**config.mk**
```make
export PLATFORM = sky130hd
export DESIGN_NAME = load_cell_adc_serial_reader_core_flat
export DESIGN_NICKNAME = d
export VERILOG_FILES = /design/src/sv/lcasr_pkg.sv /design/src/sv/lcasr_if.sv /design/src/sv/lcasr_seq.sv /design/src/sv/lcasr_dp.sv /design/src/sv/load_cell_adc_serial_reader_core.sv /design/src/flat_wrapper.sv
export VERILOG_INCLUDE_DIRS = /design/src /design/src/sv
export SDC_FILE = /design/constraint.sdc
export NUM_CORES = 1
export LEC_CHECK = 0
export BUFFER_PORTS_ARGS = -buffer_cell sky130_fd_sc_hd__buf_2
export CORE_MARGIN = 5
export CORE_UTILIZATION = 50
export DETAILED_ROUTE_END_ITERATION = 10
export GPL_ROUTABILITY_DRIVEN = 1
export GPL_TIMING_DRIVEN = 0
export PLACE_DENSITY_LB_ADDON = 0.2
export SLEW_MARGIN = 20
export SYNTH_ARGS = -nofsm -noshare
export SYNTH_HDL_FRONTEND = slang
export SYNTH_SLANG_ARGS = --single-unit
```
**constraint.sdc**
```tcl
create_clock -name clk -period 6.4 [get_ports clk]
set_input_delay 1.28 -clock clk [delete_from_list [all_inputs] [get_ports clk]]
set_output_delay 1.28 -clock clk [all_outputs]
set_load 0.01 [all_outputs]
```
**src/sv/load_cell_adc_serial_reader_core_defines.svh**
```systemverilog
// Assertion macros used by the RTL top level.
`ifndef LOAD_CELL_ADC_SERIAL_READER_CORE_DEFINES_SVH
`define LOAD_CELL_ADC_SERIAL_READER_CORE_DEFINES_SVH

`ifndef SYNTHESIS
`define LCASR_ASSERT_NOW(label, clk, rst_n, ante, cons, msg) \
	label: assert property (@(posedge clk) disable iff (!rst_n) (ante) |-> (cons)) \
		else $error(msg);
`define LCASR_ASSERT_NEXT(label, clk, rst_n, ante, cons, msg) \
	label: assert property (@(posedge clk) disable iff (!rst_n) (ante) |=> (cons)) \
		else $error(msg);
`else
`define LCASR_ASSERT_NOW(label, clk, rst_n, ante, cons, msg)
`define LCASR_ASSERT_NEXT(label, clk, rst_n, ante, cons, msg)
`endif

`endif

```
**src/sv/lcasr_pkg.sv**
```systemverilog
package lcasr_pkg;

	localparam int SAMPLE_BITS = 24;

	typedef enum logic [2:0] {
		KIND_TICK       = 3'd0,
		KIND_MEASURE    = 3'd1,
		KIND_TARE       = 3'd2,
		KIND_SET_OFFSET = 3'd3,
		KIND_POWER_DOWN = 3'd4,
		KIND_POWER_UP   = 3'd5
	} kind_t;

	typedef enum logic [1:0] {
		REG_GAIN_PULSES   = 2'd0,
		REG_SAMPLE_COUNT  = 2'd1,
		REG_TIMEOUT_TICKS = 2'd2,
		REG_GAP_TICKS     = 2'd3
	} cfg_reg_t;

	typedef enum logic [2:0] {
		PH_IDLE  = 3'd0,
		PH_WAIT  = 3'd1,
		PH_HIGH  = 3'd2,
		PH_LOW   = 3'd3,
		PH_GHIGH = 3'd4,
		PH_GLOW  = 3'd5,
		PH_GAP   = 3'd6
	} phase_t;

	typedef enum logic [2:0] {
		UOP_NOP      = 3'd0,
		UOP_ACCEPT   = 3'd1,
		UOP_TICK     = 3'd2,
		UOP_DIV_INIT = 3'd3,
		UOP_DIV_STEP = 3'd4,
		UOP_DIV_FIX  = 3'd5,
		UOP_TARE     = 3'd6,
		UOP_EMIT     = 3'd7
	} uop_t;

	typedef enum logic [2:0] {
		COND_NONE        = 3'd0,
		COND_NO_BEAT     = 3'd1,
		COND_NOT_FINISH  = 3'd2,
		COND_DIV_MORE    = 3'd3,
		COND_OUT_BLOCKED = 3'd4
	} cond_t;

	typedef logic [2:0] step_t;

	localparam step_t STEP_IDLE     = 3'd0;
	localparam step_t STEP_TICK     = 3'd1;
	localparam step_t STEP_DIV_INIT = 3'd2;
	localparam step_t STEP_DIV_LOOP = 3'd3;
	localparam step_t STEP_DIV_FIX  = 3'd4;
	localparam step_t STEP_TARE     = 3'd5;
	localparam step_t STEP_EMIT     = 3'd6;

	// jump to target when cond holds, else go to next
	typedef struct packed {
		uop_t  op;
		cond_t cond;
		step_t target;
		step_t next;
	} ctrl_word_t;

	typedef struct packed {
		logic in_valid;
		logic finish;
		logic div_more;
		logic out_blocked;
	} dp_status_t;

	function automatic ctrl_word_t ucode_rom(input step_t s);
		ctrl_word_t w;
		unique case (s)
			STEP_IDLE:     w = '{UOP_ACCEPT,   COND_NO_BEAT,     STEP_IDLE,     STEP_TICK};
			STEP_TICK:     w = '{UOP_TICK,     COND_NOT_FINISH,  STEP_EMIT,     STEP_DIV_INIT};
			STEP_DIV_INIT: w = '{UOP_DIV_INIT, COND_NONE,        STEP_IDLE,     STEP_DIV_LOOP};
			STEP_DIV_LOOP: w = '{UOP_DIV_STEP, COND_DIV_MORE,    STEP_DIV_LOOP, STEP_DIV_FIX};
			STEP_DIV_FIX:  w = '{UOP_DIV_FIX,  COND_NONE,        STEP_IDLE,     STEP_TARE};
			STEP_TARE:     w = '{UOP_TARE,     COND_NONE,        STEP_IDLE,     STEP_EMIT};
			STEP_EMIT:     w = '{UOP_EMIT,     COND_OUT_BLOCKED, STEP_EMIT,     STEP_IDLE};
			default:       w = '{UOP_NOP,      COND_NONE,        STEP_IDLE,     STEP_IDLE};
		endcase
		return w;
	endfunction

endpackage

```
**src/sv/lcasr_if.sv**
```systemverilog
interface lcasr_in_if;
	logic               valid;
	logic               ready;
	logic [2:0]         kind;
	logic               dout_level;
	logic signed [23:0] offset_value;

	modport source(output valid, kind, dout_level, offset_value, input ready);
	modport sink(input valid, kind, dout_level, offset_value, output ready);
endinterface

interface lcasr_out_if;
	logic               valid;
	logic               ready;
	logic               sck_level;
	logic               busy_res;
	logic               done_res;
	logic signed [23:0] average;
	logic signed [24:0] reading;
	logic [7:0]         good_samples;
	logic               powered_down;

	modport source(output valid, sck_level, busy_res, done_res, average, reading,
		good_samples, powered_down, input ready);
	modport sink(input valid, sck_level, busy_res, done_res, average, reading,
		good_samples, powered_down, output ready);
endinterface

```
**src/sv/lcasr_seq.sv**
```systemverilog
module lcasr_seq (
	input  logic                  clk,
	input  logic                  arst_n,
	input  lcasr_pkg::dp_status_t status,
	output lcasr_pkg::uop_t       op
);

	lcasr_pkg::step_t      step_q;
	lcasr_pkg::ctrl_word_t cw;
	logic                  hit;

	assign cw = lcasr_pkg::ucode_rom(step_q);
	assign op = cw.op;

	always_comb begin
		unique case (cw.cond)
			lcasr_pkg::COND_NONE:        hit = 1'b0;
			lcasr_pkg::COND_NO_BEAT:     hit = !status.in_valid;
			lcasr_pkg::COND_NOT_FINISH:  hit = !status.finish;
			lcasr_pkg::COND_DIV_MORE:    hit = status.div_more;
			lcasr_pkg::COND_OUT_BLOCKED: hit = status.out_blocked;
			default:                     hit = 1'b0;
		endcase
	end

	always_ff @(posedge clk or negedge arst_n) begin
		if (!arst_n) begin
			step_q <= lcasr_pkg::STEP_IDLE;
		end else begin
			step_q <= hit ? cw.target : cw.next;
		end
	end

endmodule

```
**src/sv/lcasr_dp.sv**
```systemverilog
module lcasr_dp (
	input  logic                  clk,
	input  logic                  arst_n,
	input  lcasr_pkg::uop_t       op,
	output lcasr_pkg::dp_status_t status,
	lcasr_in_if.sink              cmd,
	lcasr_out_if.source           res,
	input  logic                  cfg_we,
	input  logic [1:0]            cfg_index,
	input  logic [16:0]           cfg_wdata
);

	// configuration
	logic [1:0]  gain_q;
	logic [7:0]  count_q;
	logic [16:0] timeout_q;
	logic [15:0] gap_q;

	// latched beat
	logic [2:0]  kind_q;
	logic        dout_q;
	logic [23:0] offv_q;

	// reader state
	lcasr_pkg::phase_t phase_q, n_phase;
	logic [4:0]  bit_q, n_bit, bit_inc;
	logic [23:0] shift_q, n_shift;
	logic [16:0] wait_q, n_wait;
	logic [7:0]  smp_q, n_smp;
	logic [7:0]  good_q, n_good;
	logic [31:0] sum_q, n_sum;
	logic [23:0] offset_q, n_off;
	logic        tare_q, n_tare;
	logic        sck_q, n_sck;
	logic        sleep_q, n_sleep;
	logic        fin;
	logic        done_q;

	// divider
	logic        neg_q;
	logic [31:0] quo_q;
	logic [7:0]  rem_q;
	logic [4:0]  dcnt_q;
	logic [8:0]  trial;
	logic [8:0]  trial_sub;
	logic        trial_ge;
	logic [31:0] quo_signed;
	logic [23:0] avg_q;
	logic [24:0] rd;

	logic out_valid_q;
	logic out_load;

	assign cmd.ready = (op == lcasr_pkg::UOP_ACCEPT);

	assign status.in_valid    = cmd.valid;
	assign status.finish      = fin;
	assign status.div_more    = (dcnt_q != 5'd0);
	assign status.out_blocked = out_valid_q && !res.ready;

	always_ff @(posedge clk or negedge arst_n) begin
		if (!arst_n) begin
			gain_q    <= 2'd1;
			count_q   <= 8'd1;
			timeout_q <= 17'd100000;
			gap_q     <= 16'd2000;
		end else if (cfg_we) begin
			unique case (cfg_index)
				lcasr_pkg::REG_GAIN_PULSES:   gain_q    <= cfg_wdata[1:0];
				lcasr_pkg::REG_SAMPLE_COUNT:  count_q   <= cfg_wdata[7:0];
				lcasr_pkg::REG_TIMEOUT_TICKS: timeout_q <= cfg_wdata;
				lcasr_pkg::REG_GAP_TICKS:     gap_q     <= cfg_wdata[15:0];
			endcase
		end
	end

	always_ff @(posedge clk) begin
		if (op == lcasr_pkg::UOP_ACCEPT && cmd.valid) begin
			kind_q <= cmd.kind;
			dout_q <= cmd.dout_level;
			offv_q <= cmd.offset_value;
		end
	end

	assign bit_inc = bit_q + 5'd1;

	// one half-bit tick of the reader
	always_comb begin
		n_phase = phase_q;
		n_bit   = bit_q;
		n_shift = shift_q;
		n_wait  = wait_q;
		n_smp   = smp_q;
		n_good  = good_q;
		n_sum   = sum_q;
		n_off   = offset_q;
		n_tare  = tare_q;
		n_sck   = sck_q;
		n_sleep = sleep_q;
		fin     = 1'b0;

		priority if (kind_q == lcasr_pkg::KIND_SET_OFFSET) begin
			n_off = offv_q;
		end else if (kind_q == lcasr_pkg::KIND_POWER_DOWN) begin
			n_sleep = 1'b1;
			n_sck   = 1'b1;
			n_phase = lcasr_pkg::PH_IDLE;
		end else if (kind_q == lcasr_pkg::KIND_POWER_UP) begin
			n_sleep = 1'b0;
			n_sck   = 1'b0;
		end else begin
		end

		if ((kind_q == lcasr_pkg::KIND_MEASURE || kind_q == lcasr_pkg::KIND_TARE)
				&& n_phase == lcasr_pkg::PH_IDLE && !n_sleep) begin
			n_phase = lcasr_pkg::PH_WAIT;
			n_wait  = '0;
			n_bit   = '0;
			n_shift = '0;
			n_smp   = '0;
			n_good  = '0;
			n_sum   = '0;
			n_tare  = (kind_q == lcasr_pkg::KIND_TARE);
			n_sck   = 1'b0;
		end else if (!n_sleep && n_phase != lcasr_pkg::PH_IDLE) begin
			unique case (n_phase)
				lcasr_pkg::PH_WAIT: begin
					n_sck = 1'b0;
					if (!dout_q) begin
						n_phase = lcasr_pkg::PH_HIGH;
						n_bit   = '0;
						n_shift = '0;
					end else if (wait_q >= timeout_q) begin
						n_smp   = smp_q + 8'd1;
						n_phase = lcasr_pkg::PH_GAP;
						n_wait  = '0;
					end else begin
						n_wait = wait_q + 17'd1;
					end
				end
				lcasr_pkg::PH_HIGH: begin
					n_sck   = 1'b1;
					n_shift = {shift_q[22:0], dout_q};
					n_phase = lcasr_pkg::PH_LOW;
				end
				lcasr_pkg::PH_LOW: begin
					n_sck = 1'b0;
					if (bit_inc >= 5'(lcasr_pkg::SAMPLE_BITS)) begin
						n_bit   = '0;
						n_phase = lcasr_pkg::PH_GHIGH;
					end else begin
						n_bit   = bit_inc;
						n_phase = lcasr_pkg::PH_HIGH;
					end
				end
				lcasr_pkg::PH_GHIGH: begin
					n_sck   = 1'b1;
					n_phase = lcasr_pkg::PH_GLOW;
				end
				lcasr_pkg::PH_GLOW: begin
					n_sck = 1'b0;
					n_bit = bit_inc;
					if (bit_inc >= {3'b000, gain_q}) begin
						if (shift_q != 24'd0) begin
							n_sum  = sum_q + {{8{shift_q[23]}}, shift_q};
							n_good = good_q + 8'd1;
						end
						n_smp   = smp_q + 8'd1;
						n_phase = lcasr_pkg::PH_GAP;
						n_wait  = '0;
					end else begin
						n_phase = lcasr_pkg::PH_GHIGH;
					end
				end
				lcasr_pkg::PH_GAP: begin
					n_sck = 1'b0;
					if (wait_q >= {1'b0, gap_q}) begin
						if (smp_q >= count_q) begin
							fin     = 1'b1;
							n_phase = lcasr_pkg::PH_IDLE;
						end else begin
							n_phase = lcasr_pkg::PH_WAIT;
							n_wait  = '0;
						end
					end else begin
						n_wait = wait_q + 17'd1;
					end
				end
				default: n_phase = lcasr_pkg::PH_IDLE;
			endcase
		end
	end

	always_ff @(posedge clk or negedge arst_n) begin
		if (!arst_n) begin
			phase_q  <= lcasr_pkg::PH_IDLE;
			bit_q    <= '0;
			shift_q  <= '0;
			wait_q   <= '0;
			smp_q    <= '0;
			good_q   <= '0;
			sum_q    <= '0;
			offset_q <= '0;
			tare_q   <= 1'b0;
			sck_q    <= 1'b0;
			sleep_q  <= 1'b0;
			done_q   <= 1'b0;
		end else if (op == lcasr_pkg::UOP_TICK) begin
			phase_q  <= n_phase;
			bit_q    <= n_bit;
			shift_q  <= n_shift;
			wait_q   <= n_wait;
			smp_q    <= n_smp;
			good_q   <= n_good;
			sum_q    <= n_sum;
			offset_q <= n_off;
			tare_q   <= n_tare;
			sck_q    <= n_sck;
			sleep_q  <= n_sleep;
			done_q   <= fin;
		end else if (op == lcasr_pkg::UOP_TARE && tare_q) begin
			offset_q <= avg_q;
		end
	end

	// restoring divide of |sum| by good count, one quotient bit per step
	assign trial     = {rem_q, quo_q[31]};
	assign trial_ge  = (trial >= {1'b0, good_q});
	assign trial_sub = trial - {1'b0, good_q};
	assign quo_signed = neg_q ? (32'd0 - quo_q) : quo_q;

	always_ff @(posedge clk or negedge arst_n) begin
		if (!arst_n) begin
			dcnt_q <= '0;
		end else if (op == lcasr_pkg::UOP_DIV_INIT) begin
			dcnt_q <= 5'd31;
		end else if (op == lcasr_pkg::UOP_DIV_STEP) begin
			dcnt_q <= dcnt_q - 5'd1;
		end
	end

	always_ff @(posedge clk) begin
		unique case (op)
			lcasr_pkg::UOP_DIV_INIT: begin
				neg_q <= sum_q[31];
				quo_q <= sum_q[31] ? (32'd0 - sum_q) : sum_q;
				rem_q <= '0;
			end
			lcasr_pkg::UOP_DIV_STEP: begin
				rem_q <= trial_ge ? trial_sub[7:0] : trial[7:0];
				quo_q <= {quo_q[30:0], trial_ge};
			end
			lcasr_pkg::UOP_DIV_FIX: begin
				avg_q <= (good_q == 8'd0) ? 24'd0 : quo_signed[23:0];
			end
			default: begin
			end
		endcase
	end

	assign rd = {avg_q[23], avg_q} - {offset_q[23], offset_q};

	assign out_load = (op == lcasr_pkg::UOP_EMIT) && !(out_valid_q && !res.ready);

	always_ff @(posedge clk or negedge arst_n) begin
		if (!arst_n) begin
			out_valid_q <= 1'b0;
		end else if (out_load) begin
			out_valid_q <= 1'b1;
		end else if (res.ready) begin
			out_valid_q <= 1'b0;
		end
	end

	always_ff @(posedge clk) begin
		if (out_load) begin
			res.sck_level    <= sck_q;
			res.busy_res     <= (phase_q != lcasr_pkg::PH_IDLE);
			res.done_res     <= done_q;
			res.average      <= done_q ? avg_q : 24'd0;
			res.reading      <= done_q ? rd : 25'd0;
			res.good_samples <= done_q ? good_q : 8'd0;
			res.powered_down <= sleep_q;
		end
	end

	assign res.valid = out_valid_q;

endmodule

```
**src/sv/load_cell_adc_serial_reader_core.sv**
```systemverilog
// Bit-banged reader for a load-cell converter. Each input beat is one half-bit tick carrying
// the data pin level and a command (tick, measure, tare, set offset, power down, power up);
// each beat yields exactly one result beat with the clock pin level to drive for that tick,
// busy and power-down flags, and, on the tick that ends a measure or tare job, the truncated
// mean of the good samples, that mean minus the stored offset, and the good sample count.
// A small microcode sequencer steps a shared datapath: a beat that ends no job runs accept,
// tick update and result register load; a beat that ends a job also runs, before the load,
// the 32-step restoring divider that forms the mean, its sign fix and the tare step. The next
// beat is taken as soon as the result is in the output register. Configuration is written
// through cfg_we/cfg_index/cfg_wdata and takes effect on the next tick.
`include "load_cell_adc_serial_reader_core_defines.svh"

module load_cell_adc_serial_reader_core (
	input  logic        clk,
	input  logic        arst_n,
	lcasr_in_if.sink    cmd,
	lcasr_out_if.source res,
	input  logic        cfg_we,
	input  logic [1:0]  cfg_index,
	input  logic [16:0] cfg_wdata
);

	lcasr_pkg::uop_t       op;
	lcasr_pkg::dp_status_t status;

	lcasr_seq u_seq (
		.clk    (clk),
		.arst_n (arst_n),
		.status (status),
		.op     (op)
	);

	lcasr_dp u_dp (
		.clk       (clk),
		.arst_n    (arst_n),
		.op        (op),
		.status    (status),
		.cmd       (cmd),
		.res       (res),
		.cfg_we    (cfg_we),
		.cfg_index (cfg_index),
		.cfg_wdata (cfg_wdata)
	);

	`LCASR_ASSERT_NEXT(a_one_beat_at_a_time, clk, arst_n, cmd.valid && cmd.ready, !cmd.ready, "beat accepted while previous in work")
	`LCASR_ASSERT_NOW(a_done_not_busy, clk, arst_n, res.valid && res.done_res, !res.busy_res, "job done but still busy")
	`LCASR_ASSERT_NOW(a_idle_fields_zero, clk, arst_n, res.valid && !res.done_res, res.average == 24'sd0 && res.reading == 25'sd0 && res.good_samples == 8'd0, "result fields set without done")
	`LCASR_ASSERT_NOW(a_sleep_clock_high, clk, arst_n, res.valid && res.powered_down, res.sck_level, "clock low while powered down")

endmodule
```
**src/flat_wrapper.sv**
```systemverilog
// flat-port wrapper written by rule: the top's interface ports become plain ports
module load_cell_adc_serial_reader_core_flat 
  (clk, arst_n, cfg_we, cfg_index, cfg_wdata, cmd_valid, cmd_kind, cmd_dout_level, cmd_offset_value, cmd_ready, res_valid, res_sck_level, res_busy_res, res_done_res, res_average, res_reading, res_good_samples, res_powered_down, res_ready);
  lcasr_in_if cmd_i ();
  lcasr_out_if res_i ();
  input  logic clk;
  input  logic arst_n;
  input  logic cfg_we;
  input  logic [1:0] cfg_index;
  input  logic [16:0] cfg_wdata;
  input wire logic [$bits(cmd_i.valid)-1:0] cmd_valid;
  input wire logic [$bits(cmd_i.kind)-1:0] cmd_kind;
  input wire logic [$bits(cmd_i.dout_level)-1:0] cmd_dout_level;
  input wire logic [$bits(cmd_i.offset_value)-1:0] cmd_offset_value;
  output wire logic [$bits(cmd_i.ready)-1:0] cmd_ready;
  output wire logic [$bits(res_i.valid)-1:0] res_valid;
  output wire logic [$bits(res_i.sck_level)-1:0] res_sck_level;
  output wire logic [$bits(res_i.busy_res)-1:0] res_busy_res;
  output wire logic [$bits(res_i.done_res)-1:0] res_done_res;
  output wire logic [$bits(res_i.average)-1:0] res_average;
  output wire logic [$bits(res_i.reading)-1:0] res_reading;
  output wire logic [$bits(res_i.good_samples)-1:0] res_good_samples;
  output wire logic [$bits(res_i.powered_down)-1:0] res_powered_down;
  input wire logic [$bits(res_i.ready)-1:0] res_ready;
  assign cmd_i.valid = cmd_valid;
  assign cmd_i.kind = cmd_kind;
  assign cmd_i.dout_level = cmd_dout_level;
  assign cmd_i.offset_value = cmd_offset_value;
  assign cmd_ready = cmd_i.ready;
  assign res_valid = res_i.valid;
  assign res_sck_level = res_i.sck_level;
  assign res_busy_res = res_i.busy_res;
  assign res_done_res = res_i.done_res;
  assign res_average = res_i.average;
  assign res_reading = res_i.reading;
  assign res_good_samples = res_i.good_samples;
  assign res_powered_down = res_i.powered_down;
  assign res_i.ready = res_ready;
  load_cell_adc_serial_reader_core u_core (.clk(clk), .arst_n(arst_n), .cmd(cmd_i), .res(res_i), .cfg_we(cfg_we), .cfg_index(cfg_index), .cfg_wdata(cfg_wdata));
endmodule
```
==> impl_metrics.ini, run 1 <==
[sta]
skew_ps = 20.5
hold_slack_ps = 485
worst_slew_pin_slew_ps = 1020
finalHoldViolations = 0
fmax_mhz = 242
fin_crit_sh = 0.646
slew_viol_final = 0
slew_headroom = 0.312
finalSetupViolations = 0
rsz0062_at_grt = no
min_period_ps = 4140
setup_tns_ps = 0

[grt]
grt_pass1_vias = 13900
antenna_found_initial = 0
grt_usage = 0.212
grt_max_degree = 99
grt_pass1_wl_um = 72200
grt.overflow.total = 0

[final_layout]
mostFrequentLayoutCells = nand2_1, dfrtp_1, edfxtp_1
syn_to_final_growth_pct = 13.8
final_nets = 2190
final_common_cell = nand2_1
stdcell_area_um2 = 21300
drive_gt1_frac = 0.129
final_cells = 2518
fillerInstances = 3160
num_antenna_cells = 0

[worst_setup_path]
reg2reg_from = u_core.u_seq.step_q[0]
path_class = flop to flop
critical_path.cell_chain = or3b_1, clkbuf_1, a2111oi_1, nand3_1, nor3_1, nand4_1, nor4_1, xnor2_1, nor2_1
critPathLaunch = u_core.u_seq.step_q[0]
reg2reg_depth = 9
required_ps = 6810
r2r-end = u_core.u_dp.good_q[7]
cp-end-kind = flop
regToRegSetupSlack_ps = 2260
critical_path_arrival_ps = 4540
crit_path_start_kind = flop
critPathMaxStageDelay_ps = 880
crit_slowest_cell = a2111oi_1
path_max_fanout = 8

[synthesis]
yosysTopAreaCell = edfxtp_1
async_reset_ff_frac = 0.535
synth.distinct_cells = 70
ys.warnings.count = 0
synth_top_area_share = 0.247
synth_area_leaders = edfxtp_1, dfrtp_1, ha_1, o21ai_0, xor2_1
ys_seq_elements = 331
synth_cells = 1860
synth_area_um2 = 18700
ys_seq_area_frac = 0.485
avgSynthCellArea_um2 = 10.1
synth_edf_count = 154
ys.flop_type = dfrtp_1
syn_nets = 2029

[route]
routed-via-count = 14300
drc = 0
drt-wirelength-per-cell_um = 17.7
totalWireLength_um = 44500
dr.pass1.iters = 6
drtAntennaViolNets = 0
via_per_inst = 5.68
drt_iter0_markers = 989

[flow_run]
drv_cap = 0

[placement]
place_area_um2 = 20100
port_buffers = 114
dp_hpwl_um = 33400
place.gp.congestion = 0.898
dp.cells = 2450

[cts]
h-tree-depth = 2
clk_pin_slew_ps = 60
worstSkewPairLatency_ps = 550
clockBufferDepth = 3
holdBufCountCts = 0
cts.sinks = 331
ctsResizeCount = 0
post_cts_buffers = 0
cts_made_buffers = 37
clock-root-buffer = clkbuf_16
cts_tree = done

[power]
p_seq_frac = 0.404
combPwrFrac = 0.304
p_switching_w = 0.00246
power_density_nw_per_um2 = 346
clock_power_share = 0.292
peakVddDrop_v = 0.000187
power_w = 0.00736
sw_frac_of_total = 0.333
p_leak_nw = 9.36
p_int_w = 0.00491

[floorplanning]
coreArea_um2 = 36800
core.rowCount = 70
die_y_um = 203
start_util = 0.509
die_w_um = 203
num_io_pins = 115
die-area_um2 = 41400

[worst_hold_path]
hold_start = u_core.u_dp.tare_q
holdPathEnd = u_core.u_dp.tare_q
min_path_type = flop to flop
hold_depth = 2

[status]
status = complete, no violations
synthesized netlist by cell type (17+ instances only):
cell / count
a211oi_1: 18
a21o_1: 41
a21oi_1: 80
a31oi_1: 28
and2_1: 52
and3_1: 21
clkbuf_1: 65
dfrtp_1: 163
edfxtp_1: 154
ha_1: 114
inv_1: 110
mux2_2: 46
nand2_1: 179
nand2b_1: 17
nand3_1: 63
nand4_1: 18
nor2_1: 147
nor2b_1: 34
nor3_1: 25
o21ai_0: 147
o31ai_1: 23
xnor2_1: 33
xor2_1: 79
stage by stage:
| stage | utilization | setup WS, ps |
|---|---|---|
| after floorplan | - | 1660 |
| after global placement | 0.540 | 421 |
| after detailed placement | 0.545 | 2330 |
| after global routing | 0.579 | 2110 |
| after CTS | 0.579 | 2320 |
| final | 0.579 | 2260 |
area by class of cell:
class	count	area, um2	area share
tap	468	586	0.0275
clock buffer	56	1100	0.0517
timing repair buffer	122	726	0.0341
buffer	71	268	0.0126
sequential	331	9070	0.426
multi-input combinational	1348	8990	0.422
inverter	110	413	0.0194
clock inverter	12	141	0.00664
worst max path at each step:
stage	end	slack (ps)
after floorplan	u_core.u_dp.res.average[0]	1660
after global placement	u_core.u_dp.res.good_samples[0]	420
after detailed placement	u_core.u_dp.good_q[7]	2330
after CTS	u_core.u_dp.good_q[7]	2320
after global routing	u_core.u_dp.good_q[7]	2110
final	u_core.u_dp.good_q[7]	2260
registers in the layout (all words and copies together) (netlist names), 5 cells and up:
| register | count |
|---|---|
| u_core.u_dp.dcnt_q | 5 |
| u_core.u_dp.res.good_samples | 8 |
| u_core.u_dp.rem_q | 8 |
| u_core.u_dp.shift_q | 24 |
| u_core.u_dp.smp_q | 8 |
| u_core.u_dp.timeout_q | 17 |
| u_core.u_dp.res.reading | 25 |
| u_core.u_dp.sum_q | 32 |
| u_core.u_dp.res.average | 24 |
| u_core.u_dp.bit_q | 5 |
| u_core.u_dp.gap_q | 16 |
| u_core.u_dp.wait_q | 17 |
| u_core.u_dp.avg_q | 24 |
| u_core.u_dp.good_q | 8 |
| u_core.u_dp.quo_q | 32 |
| u_core.u_dp.count_q | 8 |
| u_core.u_dp.offv_q | 24 |
| u_core.u_dp.offset_q | 24 |
power by group through the flow:
stage / registers [W] / clock network (W) / logic [W]
6_report: 0.00297 / 0.00215 / 0.00224
5_1_grt: 0.00302 / 0.00229 / 0.00252
4_1_cts: 0.00297 / 0.00220 / 0.00224
3_5_place_dp: 0.00301 / 0 / 0.00222
3_3_place_gp: 0.00301 / 0 / 0.00212
2_1_floorplan: 0.00296 / 0 / 0.00167
layer usage:
layer / part of all wire / global-route usage
met5: 0 / 0
met4: 0.028 / 0.0715
met3: 0.048 / 0.0293
met1: 0.46 / 0.293
met2: 0.47 / 0.348
worst max-delay path: cells and delay by family (launching register included):
kind | cells | cell delay [ps]
and+or+nand+nor | 6 | 2250
AOI/OAI and AO/OA | 1 | 880
DFF | 1 | 420
buffers and inverters | 1 | 280
xor gates and xnor gates | 1 | 160
logic make-up (layout without fill, tap and decap cells):
logic type | count (synthesis) | after routing | share of synthesized area
and+or+nand+nor | 640 | 640 | 0.171
AOI/OAI and AO/OA | 424 | 424 | 0.144
DFF | 331 | 331 | 0.485
buffers and inverters | 181 | 371 | 0.0363
adders and majority gates | 117 | 117 | 0.0795
xor gates and xnor gates | 112 | 112 | 0.0524
muxes | 55 | 55 | 0.0325
No activity file was read; power rests on OpenSTA's default activity.
==> inputs of run 2 (changes only) <==
--- a/config.mk
+++ b/config.mk
@@ -6,6 +6,7 @@
 export SDC_FILE = /design/constraint.sdc
 export NUM_CORES = 1
 export LEC_CHECK = 0
+export ABC_AREA = 1
 export BUFFER_PORTS_ARGS = -buffer_cell sky130_fd_sc_hd__buf_2
 export CORE_MARGIN = 5
 export CORE_UTILIZATION = 50
==> constraint.sdc (replaced) <==
create_clock -name clk -period 3.8 [get_ports clk]
set_input_delay 0.76 -clock clk [delete_from_list [all_inputs] [get_ports clk]]
set_output_delay 0.76 -clock clk [all_outputs]
set_load 0.01 [all_outputs]
==> run 2 against run 1 <==
  * Global-route usage rose by 2.7 points
  * Cell count increased by 27%
  * Die area increased by 6.2%
  * Synthesized cell count increased by 34%
  * Critical path type unchanged
  * Setup slack got worse by 1300 ps
  * Total power grew 84%
  * Flip-flop and latch count did not move
  * Non-clock buffer count decreased by 3
  * First-iteration DRC count rose by 31%
  * Routed wire length rose by 19%
  * Combinational power is 110% higher
  * Worst hold slack got worse by 350 ps
==> impl_metrics.ini, run 2 <==
[cts]
cts.sinks = 331
clockBufferDepth = 3
cts_tree = done
holdBufCountCts = 0
h-tree-depth = 2
clk_pin_slew_ps = 60
cts_made_buffers = 37
post_cts_buffers = 0
ctsResizeCount = 0
clock-root-buffer = clkbuf_16
worstSkewPairLatency_ps = 560

[sta]
rsz0062_at_grt = no
finalHoldViolations = 0
min_period_ps = 2840
post-route-worst-setup-slack_ps = 963
skew_ps = 30.5
worst_slew_pin_slew_ps = 705
finalSetupViolations = 0
fin_crit_sh = 0.747
fmax_mhz = 352
slew_headroom = 0.526
hold_slack_ps = 139
slew_viol_final = 0

[floorplanning]
die_w_um = 210
coreArea_um2 = 39500
core.rowCount = 73
die_y_um = 210
num_io_pins = 115
start_util = 0.504
die-area_um2 = 43900

[synthesis]
synth_cells = 2492
synth_edf_count = 154
yosysTopAreaCell = edfxtp_1
ys.warnings.count = 0
async_reset_ff_frac = 0.535
ys_seq_elements = 331
synth_mux_area_frac = 0
synth_area_um2 = 19900
synth_common_cells = nand2_1, inv_1, nor2_1
synth.distinct_cells = 50
synth-simple-area-share = 0.236
synth_area_leaders = edfxtp_1, dfrtp_1, nand2_1, ha_1, inv_1
synth_most_common_cell = nand2_1
synth_compound_area_frac = 0.127
synth_top_area_share = 0.232
synth_xor_area_frac = 0.0259
ys.flop_type = dfrtp_1
ys_seq_area_frac = 0.455
avgSynthCellArea_um2 = 8.00
synth_top_family_by_area = simple AND/OR/NAND/NOR gates
synth_fa_ha_area_frac = 0.0746
syn_nets = 2661

[power]
peakVddDrop_v = 0.000303
power_density_nw_per_um2 = 599
p_leak_nw = 10.6
power_w = 0.0135

[final_layout]
mostFrequentLayoutCells = nand2_1, inv_1, nor2_1
num_antenna_cells = 0
drive_gt1_frac = 0.0950
final_common_cell = nand2_1
fin_util = 0.571
syn_to_final_growth_pct = 13.3
final_nets = 2825
reg.largest.list = u_core.u_dp.quo_q x32, u_core.u_dp.sum_q x32, u_core.u_dp.res.reading x25

[grt]
grt_usage = 0.239
grt_max_degree = 64
grt_pass1_wl_um = 85800
grt.overflow.total = 0
grt_pass1_vias = 16800
antenna_found_initial = 0

[placement]
dp_hpwl_um = 41000
pre_cts_slack_ps = 998
place.gp.congestion = 0.919
port_buffers = 114

[status]
status = complete, no violations

[worst_setup_path]
path_class = flop to flop
cp-end-kind = flop
crit_path_start_kind = flop
critical_path_arrival_ps = 3070
regToRegSetupSlack_ps = 960
required_ps = 4030
path_max_fanout = 24

[route]
drc = 0
drtAntennaViolNets = 0
routed-via-count = 17200
dr.pass1.iters = 5
drt_iter0_markers = 1297
totalWireLength_um = 52800
drt-wirelength-per-cell_um = 16.5
via_per_inst = 5.37

[worst_hold_path]
min_path_type = input port to async pin

[flow_run]
drv_cap = 0
## run 2: cell types whose count changed in the layout (fill, tap and decap cells not counted), moves of 32 or more
cell     delta
o21ai_1    +35
xor2_1     -37
and2_1     -50
o21ai_0    +37
inv_1     +227
a21oi_1    +57
nor2b_1    -34
nand2_1   +423
mux2_2     -46
a21o_1     -32
nor2_1    +102
nand3_1    +90
## run 2: path summary, 6_finish.rpt
path	startpoint	endpoint	cells past startpoint
worst max register to register	u_core.u_seq.step_q[1]	u_core.u_dp.quo_q[25]	7
max in group asynchronous	arst_n	u_core.u_dp.sum_q[29]	2
worst max-delay path	u_core.u_seq.step_q[1]	u_core.u_dp.quo_q[25]	7
worst min register to register	u_core.u_dp.gap_q[14]	u_core.u_dp.gap_q[14]	2
min in group clk	cmd_offset_value[2]	u_core.u_dp.offv_q[2]	1
worst min-delay path	arst_n	u_core.u_dp.smp_q[5]	1
## run 2: power by group
| part | internal (W) | leakage [nW] | switching (W) | total, W |
|---|---|---|---|---|
| Combinational | 0.00156 | 6.32 | 0.00314 | 0.00470 |
| Sequential | 0.00476 | 3.75 | 0.000527 | 0.00529 |
| Clock | 0.00210 | 0.576 | 0.00144 | 0.00354 |
## run 2: through the flow
step	cells	cell area, um2	setup TNS [ps]
after floorplan	2492	19900	0
after detailed placement	3142	21400	0
after global placement	3131	21200	-181350
after global routing	3209	22600	0
final	3209	22600	0
after CTS	3209	22600	0
## run 2: metal layers
metal | wire length [um] | global-route usage | vias to the layer above
met4 | 1870 | 0.0905 | 0
met1 | 24200 | 0.332 | 8078
met3 | 2860 | 0.0339 | 95
met2 | 23900 | 0.383 | 465
li1 | - | - | 8597
met5 | 0 | 0 | -
## run 2: critical path: stages, from the launching register on
cell,delay [ps]
dfrtp_1,320
buf_2,210
inv_1,80
nor3_1,550
inv_1,330
clkbuf_1,320
nand2_2,460
buf_16,240
## run 2: layout make-up
type | instances | area, um2
inverter | 348 | 1310
tap | 525 | 657
fill | 3624 | 17000
clock inverter | 10 | 109
multi-input combinational | 1748 | 9250
clock buffer | 57 | 1080
timing repair buffer | 125 | 783
sequential | 331 | 9070
buffer | 65 | 320
## run 2: logic make-up (layout without fill, tap and decap cells)
kind of cell               after synthesis  in the layout
adders and majority gates              117            117
and+or+nand+nor                       1121           1121
AOI/OAI and AO/OA                      451            451
DFF                                    331            331
xor gates and xnor gates                59             59
buffers and inverters                  413            605
